--- src/rtl/rk4s_pkg.sv ---
package rk4s_pkg;

    localparam int unsigned CoordWidth = 32;
    localparam int unsigned LenWidth   = 16;

    typedef enum logic [2:0] {
        REG_START_X     = 3'd0,
        REG_START_Y     = 3'd1,
        REG_START_Z     = 3'd2,
        REG_STEP_LENGTH = 3'd3,
        REG_STEP_COUNT  = 3'd4
    } reg_index_t;

    typedef enum logic [1:0] {
        KIND_POINT    = 2'd0,
        KIND_QUERY    = 2'd1,
        KIND_FINISHED = 2'd2
    } kind_t;

    typedef enum logic [2:0] {
        ST_IDLE,
        ST_SQ,
        ST_SQRT,
        ST_MUL,
        ST_DIV,
        ST_KUPD,
        ST_D6,
        ST_FIN
    } state_t;

    function automatic logic [31:0] abs32(input logic [31:0] v);
        return v[31] ? (~v + 32'd1) : v;
    endfunction

    function automatic logic [31:0] sat33(input logic [32:0] s);
        if (s[32] != s[31])
        begin
            return s[32] ? 32'h8000_0000 : 32'h7FFF_FFFF;
        end
        return s[31:0];
    endfunction

endpackage

--- src/rtl/rk4_streamline_stepper.sv ---
// Channel  Direction  Handshake            Payload
// in       input      in_valid / in_stall  mode, sample_valid, field_x, field_y, field_z
// out      output     out_valid / out_stall kind, point_x, point_y, point_z, last
// cfg      input      wr_en                wr_index, wr_data
//
// A start item, or an invalid sample while a streamline is active, is answered in the
// following cycle. A valid sample runs three shift-add squares, a bit-pair square
// root, then per component a shift-add product and a restoring divide, and a last
// state to add the slopes. The fourth sample of a step adds three divides by six and
// a finishing state. Reset (rst_n, asynchronous) leaves the block idle with the
// register defaults loaded.
// Input is taken only while no item is in work and the output register is empty.
module rk4_streamline_stepper
    import rk4s_pkg::*;
(
    input  logic        clk,
    input  logic        rst_n,
    input  logic        in_valid,
    output logic        in_stall,
    input  logic        mode,
    input  logic        sample_valid,
    input  logic [31:0] field_x,
    input  logic [31:0] field_y,
    input  logic [31:0] field_z,
    output logic        out_valid,
    input  logic        out_stall,
    output logic [1:0]  kind,
    output logic [31:0] point_x,
    output logic [31:0] point_y,
    output logic [31:0] point_z,
    output logic        last,
    input  logic        wr_en,
    input  logic [2:0]  wr_index,
    input  logic [31:0] wr_data
);

    state_t state_reg, state_next;

    logic [31:0] start_reg [3];
    logic [15:0] step_len_reg, step_cnt_reg;

    logic [31:0] base_reg [3], base_next [3];
    logic [19:0] sum_reg [3], sum_next [3];
    logic [17:0] k_reg [3], k_next [3];
    logic [31:0] f_reg [3], f_next [3];
    logic [1:0]  stage_reg, stage_next;
    logic [15:0] steps_reg, steps_next;
    logic        active_reg, active_next;

    logic [1:0]  comp_reg, comp_next;
    logic [4:0]  cnt_reg, cnt_next;
    logic [63:0] acc_reg, acc_next;
    logic [63:0] mcand_reg, mcand_next;
    logic [31:0] mplier_reg, mplier_next;
    logic [63:0] sqx_reg, sqx_next;
    logic [63:0] sqres_reg, sqres_next;
    logic [63:0] sqbit_reg, sqbit_next;
    logic [31:0] den_reg, den_next;
    logic [32:0] rem_reg, rem_next;
    logic [47:0] dsh_reg, dsh_next;
    logic [18:0] quo_reg, quo_next;
    logic        neg_reg, neg_next;

    logic        ov_reg, ov_next, pv_reg, pv_next;
    logic [1:0]  okind_reg, okind_next, pkind_reg, pkind_next;
    logic        olast_reg, olast_next, plast_reg, plast_next;
    logic [31:0] opt_reg [3], opt_next [3], ppt_reg [3], ppt_next [3];

    logic        accept;

    assign in_stall  = !((state_reg == ST_IDLE) && !ov_reg);
    assign accept    = in_valid && !in_stall;
    assign out_valid = ov_reg;
    assign kind      = okind_reg;
    assign point_x   = opt_reg[0];
    assign point_y   = opt_reg[1];
    assign point_z   = opt_reg[2];
    assign last      = olast_reg;

    always_ff @(posedge clk or negedge rst_n)
    begin
        if (!rst_n)
        begin
            state_reg    <= ST_IDLE;
            start_reg    <= '{default: '0};
            step_len_reg <= 16'd2621;
            step_cnt_reg <= 16'd1250;
            base_reg     <= '{default: '0};
            sum_reg      <= '{default: '0};
            stage_reg    <= '0;
            steps_reg    <= '0;
            active_reg   <= 1'b0;
            comp_reg     <= '0;
            cnt_reg      <= '0;
            ov_reg       <= 1'b0;
            pv_reg       <= 1'b0;
        end
        else
        begin
            state_reg  <= state_next;
            base_reg   <= base_next;
            sum_reg    <= sum_next;
            stage_reg  <= stage_next;
            steps_reg  <= steps_next;
            active_reg <= active_next;
            comp_reg   <= comp_next;
            cnt_reg    <= cnt_next;
            ov_reg     <= ov_next;
            pv_reg     <= pv_next;
            if (wr_en)
            begin
                unique case (wr_index)
                    REG_START_X:     start_reg[0] <= wr_data;
                    REG_START_Y:     start_reg[1] <= wr_data;
                    REG_START_Z:     start_reg[2] <= wr_data;
                    REG_STEP_LENGTH: step_len_reg <= wr_data[15:0];
                    REG_STEP_COUNT:  step_cnt_reg <= wr_data[15:0];
                    default:         ;
                endcase
            end
        end
    end

    always_ff @(posedge clk)
    begin
        k_reg      <= k_next;
        f_reg      <= f_next;
        acc_reg    <= acc_next;
        mcand_reg  <= mcand_next;
        mplier_reg <= mplier_next;
        sqx_reg    <= sqx_next;
        sqres_reg  <= sqres_next;
        sqbit_reg  <= sqbit_next;
        den_reg    <= den_next;
        rem_reg    <= rem_next;
        dsh_reg    <= dsh_next;
        quo_reg    <= quo_next;
        neg_reg    <= neg_next;
        okind_reg  <= okind_next;
        pkind_reg  <= pkind_next;
        olast_reg  <= olast_next;
        plast_reg  <= plast_next;
        opt_reg    <= opt_next;
        ppt_reg    <= ppt_next;
    end

    function automatic logic [31:0] pick_f(input logic [31:0] f [3], input logic [1:0] c);
        unique case (c)
            2'd0:    return f[0];
            2'd1:    return f[1];
            default: return f[2];
        endcase
    endfunction

    function automatic logic [19:0] pick_s(input logic [19:0] s [3], input logic [1:0] c);
        unique case (c)
            2'd0:    return s[0];
            2'd1:    return s[1];
            default: return s[2];
        endcase
    endfunction

    always_comb
    begin
        logic [32:0] rs;
        logic        qbit;
        logic [63:0] sqt;
        logic [31:0] fsel;
        logic [47:0] num;
        logic [17:0] kv;
        logic [17:0] kh;
        logic [19:0] sv;
        logic [18:0] sabs;
        logic [19:0] q6;
        logic [1:0]  cn;

        state_next  = state_reg;
        base_next   = base_reg;
        sum_next    = sum_reg;
        k_next      = k_reg;
        f_next      = f_reg;
        stage_next  = stage_reg;
        steps_next  = steps_reg;
        active_next = active_reg;
        comp_next   = comp_reg;
        cnt_next    = cnt_reg;
        acc_next    = acc_reg;
        mcand_next  = mcand_reg;
        mplier_next = mplier_reg;
        sqx_next    = sqx_reg;
        sqres_next  = sqres_reg;
        sqbit_next  = sqbit_reg;
        den_next    = den_reg;
        rem_next    = rem_reg;
        dsh_next    = dsh_reg;
        quo_next    = quo_reg;
        neg_next    = neg_reg;
        ov_next     = ov_reg;
        pv_next     = pv_reg;
        okind_next  = okind_reg;
        pkind_next  = pkind_reg;
        olast_next  = olast_reg;
        plast_next  = plast_reg;
        opt_next    = opt_reg;
        ppt_next    = ppt_reg;

        rs   = {rem_reg[31:0], dsh_reg[47]};
        qbit = (rs >= {1'b0, den_reg});
        sqt  = sqres_reg + sqbit_reg;
        cn   = comp_reg + 2'd1;
        fsel = '0;
        num  = '0;
        kv   = '0;
        kh   = '0;
        sv   = '0;
        sabs = '0;
        q6   = '0;

        // Output register drains first; a second result waits in the pending slot.
        if (ov_reg && !out_stall)
        begin
            if (pv_reg)
            begin
                okind_next = pkind_reg;
                olast_next = plast_reg;
                opt_next   = ppt_reg;
                pv_next    = 1'b0;
            end
            else
            begin
                ov_next = 1'b0;
            end
        end

        unique case (state_reg)
            ST_IDLE:
            begin
                if (accept)
                begin
                    if (!mode)
                    begin
                        for (int i = 0; i < 3; i++)
                        begin
                            base_next[i] = start_reg[i];
                            sum_next[i]  = '0;
                            opt_next[i]  = start_reg[i];
                            ppt_next[i]  = start_reg[i];
                        end
                        stage_next = '0;
                        steps_next = '0;
                        ov_next    = 1'b1;
                        if (step_cnt_reg == '0)
                        begin
                            active_next = 1'b0;
                            okind_next  = KIND_FINISHED;
                            olast_next  = 1'b1;
                        end
                        else
                        begin
                            active_next = 1'b1;
                            okind_next  = KIND_POINT;
                            olast_next  = 1'b0;
                            pv_next     = 1'b1;
                            pkind_next  = KIND_QUERY;
                            plast_next  = 1'b1;
                        end
                    end
                    else if (active_reg)
                    begin
                        if (!sample_valid)
                        begin
                            active_next = 1'b0;
                            stage_next  = '0;
                            ov_next     = 1'b1;
                            okind_next  = KIND_FINISHED;
                            olast_next  = 1'b1;
                            opt_next    = base_reg;
                        end
                        else
                        begin
                            f_next[0]   = field_x;
                            f_next[1]   = field_y;
                            f_next[2]   = field_z;
                            acc_next    = '0;
                            mcand_next  = {32'd0, abs32(field_x)};
                            mplier_next = abs32(field_x);
                            comp_next   = '0;
                            cnt_next    = '0;
                            state_next  = ST_SQ;
                        end
                    end
                end
            end

            ST_SQ, ST_MUL:
            begin
                if (mplier_reg[0])
                begin
                    acc_next = acc_reg + mcand_reg;
                end
                mcand_next  = mcand_reg << 1;
                mplier_next = mplier_reg >> 1;
                cnt_next    = cnt_reg + 5'd1;
                if (state_reg == ST_SQ && cnt_reg == 5'd31)
                begin
                    cnt_next = '0;
                    if (comp_reg == 2'd2)
                    begin
                        sqx_next   = acc_next;
                        sqres_next = '0;
                        sqbit_next = 64'd1 << 62;
                        state_next = ST_SQRT;
                    end
                    else
                    begin
                        fsel        = pick_f(f_reg, cn);
                        comp_next   = cn;
                        mcand_next  = {32'd0, abs32(fsel)};
                        mplier_next = abs32(fsel);
                    end
                end
                else if (state_reg == ST_MUL && cnt_reg == 5'd15)
                begin
                    num        = acc_next[47:0];
                    rem_next   = {2'b00, num[47:17]};
                    dsh_next   = {num[16:0], 31'd0};
                    quo_next   = '0;
                    neg_next   = pick_f(f_reg, comp_reg) >> 31 != 32'd0;
                    cnt_next   = '0;
                    state_next = ST_DIV;
                end
            end

            ST_SQRT:
            begin
                if (sqx_reg >= sqt)
                begin
                    sqx_next   = sqx_reg - sqt;
                    sqres_next = (sqres_reg >> 1) + sqbit_reg;
                end
                else
                begin
                    sqres_next = sqres_reg >> 1;
                end
                sqbit_next = sqbit_reg >> 2;
                cnt_next   = cnt_reg + 5'd1;
                if (cnt_reg == 5'd31)
                begin
                    den_next    = (sqres_next[31:0] == '0) ? 32'd1 : sqres_next[31:0];
                    comp_next   = '0;
                    cnt_next    = '0;
                    acc_next    = '0;
                    mcand_next  = {32'd0, abs32(f_reg[0])};
                    mplier_next = {16'd0, step_len_reg};
                    state_next  = ST_MUL;
                end
            end

            ST_DIV, ST_D6:
            begin
                rem_next = qbit ? (rs - {1'b0, den_reg}) : rs;
                quo_next = {quo_reg[17:0], qbit};
                dsh_next = dsh_reg << 1;
                cnt_next = cnt_reg + 5'd1;
                if (state_reg == ST_DIV && cnt_reg == 5'd16)
                begin
                    kv = {1'b0, quo_next[16:0]};
                    k_next[comp_reg] = neg_reg ? (~kv + 18'd1) : kv;
                    cnt_next = '0;
                    if (comp_reg == 2'd2)
                    begin
                        state_next = ST_KUPD;
                    end
                    else
                    begin
                        comp_next   = cn;
                        acc_next    = '0;
                        mcand_next  = {32'd0, abs32(pick_f(f_reg, cn))};
                        mplier_next = {16'd0, step_len_reg};
                        state_next  = ST_MUL;
                    end
                end
                else if (state_reg == ST_D6 && cnt_reg == 5'd18)
                begin
                    q6 = {1'b0, quo_next};
                    q6 = neg_reg ? (~q6 + 20'd1) : q6;
                    base_next[comp_reg] = sat33({base_reg[comp_reg][31], base_reg[comp_reg]}
                                                + {{13{q6[19]}}, q6});
                    sum_next[comp_reg] = '0;
                    cnt_next = '0;
                    if (comp_reg == 2'd2)
                    begin
                        state_next = ST_FIN;
                    end
                    else
                    begin
                        sv         = pick_s(sum_reg, cn);
                        sabs       = sv[19] ? (~sv[18:0] + 19'd1) : sv[18:0];
                        comp_next  = cn;
                        neg_next   = sv[19];
                        rem_next   = '0;
                        dsh_next   = {sabs, 29'd0};
                        quo_next   = '0;
                    end
                end
            end

            ST_KUPD:
            begin
                for (int i = 0; i < 3; i++)
                begin
                    if (stage_reg == 2'd0 || stage_reg == 2'd3)
                    begin
                        sum_next[i] = sum_reg[i] + {{2{k_reg[i][17]}}, k_reg[i]};
                    end
                    else
                    begin
                        sum_next[i] = sum_reg[i] + {k_reg[i][17], k_reg[i], 1'b0};
                    end
                end
                if (stage_reg == 2'd3)
                begin
                    sv         = sum_next[0];
                    sabs       = sv[19] ? (~sv[18:0] + 19'd1) : sv[18:0];
                    comp_next  = '0;
                    neg_next   = sv[19];
                    rem_next   = '0;
                    dsh_next   = {sabs, 29'd0};
                    quo_next   = '0;
                    den_next   = 32'd6;
                    cnt_next   = '0;
                    state_next = ST_D6;
                end
                else
                begin
                    for (int i = 0; i < 3; i++)
                    begin
                        // Halving truncates toward zero, so a negative k is rounded up first.
                        kh = (stage_reg == 2'd2) ? k_reg[i]
                           : 18'($signed(k_reg[i] + {17'd0, k_reg[i][17]}) >>> 1);
                        opt_next[i] = sat33({base_reg[i][31], base_reg[i]}
                                            + {{15{kh[17]}}, kh});
                    end
                    stage_next = stage_reg + 2'd1;
                    ov_next    = 1'b1;
                    okind_next = KIND_QUERY;
                    olast_next = 1'b1;
                    state_next = ST_IDLE;
                end
            end

            ST_FIN:
            begin
                steps_next = steps_reg + 16'd1;
                stage_next = '0;
                opt_next   = base_reg;
                ppt_next   = base_reg;
                ov_next    = 1'b1;
                if (steps_next >= step_cnt_reg)
                begin
                    active_next = 1'b0;
                    okind_next  = KIND_FINISHED;
                    olast_next  = 1'b1;
                end
                else
                begin
                    okind_next = KIND_POINT;
                    olast_next = 1'b0;
                    pv_next    = 1'b1;
                    pkind_next = KIND_QUERY;
                    plast_next = 1'b1;
                end
                state_next = ST_IDLE;
            end

            default:
            begin
                state_next = ST_IDLE;
            end
        endcase
    end

endmodule
--- config.mk ---
export PLATFORM = sky130hd
export DESIGN_NAME = rk4_streamline_stepper
export DESIGN_NICKNAME = d
export VERILOG_FILES = /design/src/rtl/rk4s_pkg.sv /design/src/rtl/rk4_streamline_stepper.sv
export SDC_FILE = /design/constraint.sdc
export NUM_CORES = 2
export LEC_CHECK = 0
export BUFFER_PORTS_ARGS = -buffer_cell sky130_fd_sc_hd__clkbuf_2
export CAP_MARGIN = 30
export CELL_PAD_IN_SITES_DETAIL_PLACEMENT = 1
export CELL_PAD_IN_SITES_GLOBAL_PLACEMENT = 1
export CORE_UTILIZATION = 50
export DETAILED_ROUTE_END_ITERATION = 7
export PLACE_DENSITY_LB_ADDON = 0.15
export REMOVE_ABC_BUFFERS = 1
export SETUP_SLACK_MARGIN = 0.02
export SLEW_MARGIN = 10
export SYNTH_ARGS = -nofsm -noshare
export SYNTH_HDL_FRONTEND = slang
export SYNTH_SLANG_ARGS = --single-unit
--- constraint.sdc ---
create_clock -name clk -period 28 [get_ports clk]
set_input_delay 2.8 -clock clk [delete_from_list [all_inputs] [get_ports clk]]
set_output_delay 2.8 -clock clk [all_outputs]
set_load 0.05 [all_outputs]
==> results.sh <==
export IMPL_status="completed"
export IMPL_initial_core_util_pct=50.4
export IMPL_fin_worst_skew_ns=0.0330
export IMPL_cts_setup_buffers=0
export IMPL_netlist_instances=8859
export IMPL_grt_pass1_vias=76684
export IMPL_fp_dieW_um=399
export IMPL_grt_usage_pct=39.3
export IMPL_ctsResizeCount=0
export IMPL_cts_root_buf="clkbuf_16"
export IMPL_cpLargestDelayFamily="compound AO/OA/AOI/OAI gates"
export IMPL_tightest_slew_ns=1.12
export IMPL_path_cells="ha_1 > a211oi_1 > a211oi_1 > a22oi_1 > a31oi_1 > a311o_1 > a21o_1 > a21oi_1 > o21ai_0 > a31oi_1 > nor3_1 > nor2_1 > a221o_1 > ha_1 > nand3_1 > nor4b_1 > nand4_1 > a31oi_1 > or2_2 > buf_4 > a31oi_1 > or3_1 > nand2_1 > nor2_1"
export IMPL_area_delta_synth_final_pct=10.3
export IMPL_hp_class="flip-flop to flip-flop"
export IMPL_avgSynthCellArea_sq_um=8.90
export IMPL_ys_flop_type="edfxtp_1"
export IMPL_async_flop_share_pct=29.1
export IMPL_max_freq_ghz=0.110
export IMPL_ys_types=90
export IMPL_drive_gt1_share_pct=9.50
export IMPL_top_layer="met5"
export IMPL_post_dp_hpwl_um=232000
export IMPL_setup_viol=0
export IMPL_final_min_clock_period_ns=9.05
export IMPL_final_common_cell="nand2_1"
export IMPL_grt_pass1_wl_um=477000
export IMPL_clk_path_buf_depth=3
export IMPL_clk_latency_ns=0.80
export IMPL_fin_crit_sh_pct=32.3
export IMPL_vias_per_cell=6.74
export IMPL_slowest_delay_ns=0.70
export IMPL_cp_arrival_ns=9.54
export IMPL_synth_seq_cells=1082
export IMPL_gp_congestion=0.983
export IMPL_cts_tree="yes"
export IMPL_path_class="flip-flop to flip-flop"
export IMPL_numCtsBuffers=136
export IMPL_cts_hold_buf=0
export IMPL_first_pass_iters=6
export IMPL_totalWireLength_um=320000
export IMPL_final_antenna_net_count=0
export IMPL_clkTransAtPathRegs_ns=0.06
export IMPL_wl_met1_um=125000
export IMPL_clock_sinks=1082
export IMPL_ir_worst_vdd_uv=62.3
export IMPL_drc=0
export IMPL_crit_buf_inv=1
export IMPL_fin_tns_setup_ns=0
export IMPL_startpoint_type="flip-flop"
export IMPL_crit_path_end_kind="flip-flop"
export IMPL_critPathSlowestCell="nand2_1"
export IMPL_rows=145
export IMPL_coreArea_sq_um=156000
export IMPL_cap_violations=0
export IMPL_hold_viol_final=0
export IMPL_routedWlPerCell_um=28.8
export IMPL_stdcell_area_sq_um=87000
export IMPL_drt_iter0_markers=6936
export IMPL_grt_antenna_before_repair=13
export IMPL_power_density_nw_per_um2=43.5
export IMPL_synth_edff_count=668
export IMPL_placed_cell_area_sq_um=82300
export IMPL_gr_total_overflow=0
export IMPL_yosysSeqAreaShare_pct=38.0
export IMPL_slew_violations=0
export IMPL_netlist_area_sq_um=78900
export IMPL_num_io_pins=239
export IMPL_crit_fanout=47
export IMPL_grt_max_degree=161
export IMPL_mostFrequentLayoutCells="nand2_1, o21ai_0, a21oi_1, edfxtp_1, nor2_1"
export IMPL_die_area_sq_um=159000
export IMPL_rsz0062_at_grt="false"
export IMPL_wl_met2_um=147000
export IMPL_cp_required_ns=28.49
export IMPL_n_fill_cell=18083
export IMPL_slew_headroom_pct=23.5
export IMPL_r2r_slack_ns=18.95
export IMPL_io_buffers=238
export IMPL_crit_top_cell="a31oi_1"
export IMPL_nets=9565
export IMPL_h_tree_depth=4
export IMPL_power_leakage_uw=0.0364
export IMPL_vias=74724
export IMPL_yosys_warnings=0
export IMPL_wl_met3_um=26800
export IMPL_die_y_um=399
==> synth_stat cells, drive strengths merged, types with 41 or more instances <==
master  instances  area share, %
nand2        1109            5.3
o21ai         867            5.5
a21oi         696            4.4
edfxtp        668             25
nor2          603            2.9
ha            504            8.0
clkbuf        424            2.0
xnor2         386            4.3
dfrtp         303            9.6
a21o          237            2.3
xor2          224            2.5
inv           218            1.0
mux2i         215            2.7
and3          166            1.3
o22ai         142            1.1
nand3         138           0.88
nor2b         134            1.1
a31oi         127            1.0
mux2          122            1.7
nor3          112           0.72
a22oi         107            1.0
dfxtp          99            2.5
a221oi         85           0.94
and2           76           0.60
nand4          75           0.60
nand2b         70           0.56
o21bai         69           0.66
o211ai         66           0.63
o21a           60           0.57
a221o          58           0.74
o31ai          55           0.52
a211oi         54           0.51
buf            50           0.25
or3            50           0.41
o22a           42           0.47
or2            41           0.33
==> cells by family (layout without fill, tap and decap cells) <==
| group | Yosys count | after routing | synth area share, % |
|---|---|---|---|
| buf+inv | 693 | 856 | 3.31 |
| fa+ha+maj | 526 | 526 | 8.44 |
| flops | 1082 | 1082 | 38.0 |
| mux | 337 | 337 | 4.47 |
| xor+xnor | 610 | 610 | 6.78 |
| simple gates | 2684 | 2684 | 15.7 |
| other cells | 0 | 6 | 0 |
| compound gates | 2927 | 2927 | 23.3 |
==> worst reg2reg max path, cell delays in order, from the launching register on <==
cell and delay [ns]:
edfxtp_1 0.56, ha_1 0.47, a211oi_1 0.10, a211oi_1 0.54, a22oi_1 0.24, a31oi_1 0.32, a311o_1 0.35, a21o_1 0.25
a21oi_1 0.10, o21ai_0 0.61, a31oi_1 0.23, nor3_1 0.20, nor2_1 0.10, a221o_1 0.31, ha_1 0.41, nand3_1 0.12
nor4b_1 0.46, nand4_1 0.24, a31oi_1 0.48, or2_2 0.62, buf_4 0.55, a31oi_1 0.22, or3_1 0.46, nand2_1 0.70
nor2_1 0.12
==> power by group <==
| part | internal (uW) | leakage, uW | switching (uW) |
|---|---|---|---|
| Sequential | 1730 | 0.0105 | 72.2 |
| Combinational | 72.4 | 0.0237 | 78.3 |
| Clock | 1050 | 0.00220 | 780 |
==> metal layers <==
metal | up-vias | track usage [%]
met5 | - | 0
met4 | 4 | 23.5
met3 | 843 | 7.22
met2 | 3355 | 63.3
met1 | 37550 | 49.0
li1 | 32972 | -
==> final timing paths <==
check | from | end | cells after the start
setup / recovery | sqres_reg[4] | den_reg[24] | 24
hold reg to reg | step_cnt_reg[5] | step_cnt_reg[5] | 2
max in group asynchronous | rst_n | step_cnt_reg[1] | 4
setup reg to reg | sqres_reg[4] | den_reg[24] | 24
hold / removal | step_cnt_reg[5] | step_cnt_reg[5] | 2
min in group asynchronous | rst_n | start_reg[25] | 1
==> layout make-up <==
type	count	area (sq um)	share of cell area, %
diodes	6	15.0	0.0173
clock buffers	185	3820	4.39
clock inverters	65	709	0.815
inverters	219	831	0.955
multi-input cells	7084	46600	53.6
flip-flops and latches	1082	29900	34.4
well taps	2058	2570	2.96
repair buffers	387	2490	2.87
==> through the flow <==
step | hold WS, ns | setup slack [ns] | instances | utilization (%) | power (uW)
final | 0.517 | 18.95 | 11086 | 55.6 | 3790
after global placement | 0.492 | 19.33 | 10812 | 52.6 | 1970
after detailed placement | 0.506 | 19.05 | 10823 | 52.6 | 1980
after floorplan | 0.461 | 3.34 | 8385 | - | 1890
after global routing | 0.534 | 18.50 | 11085 | 55.6 | 3870
after CTS | 0.518 | 18.97 | 11073 | 55.5 | 3790
No activity file was read; power rests on OpenSTA's default activity.
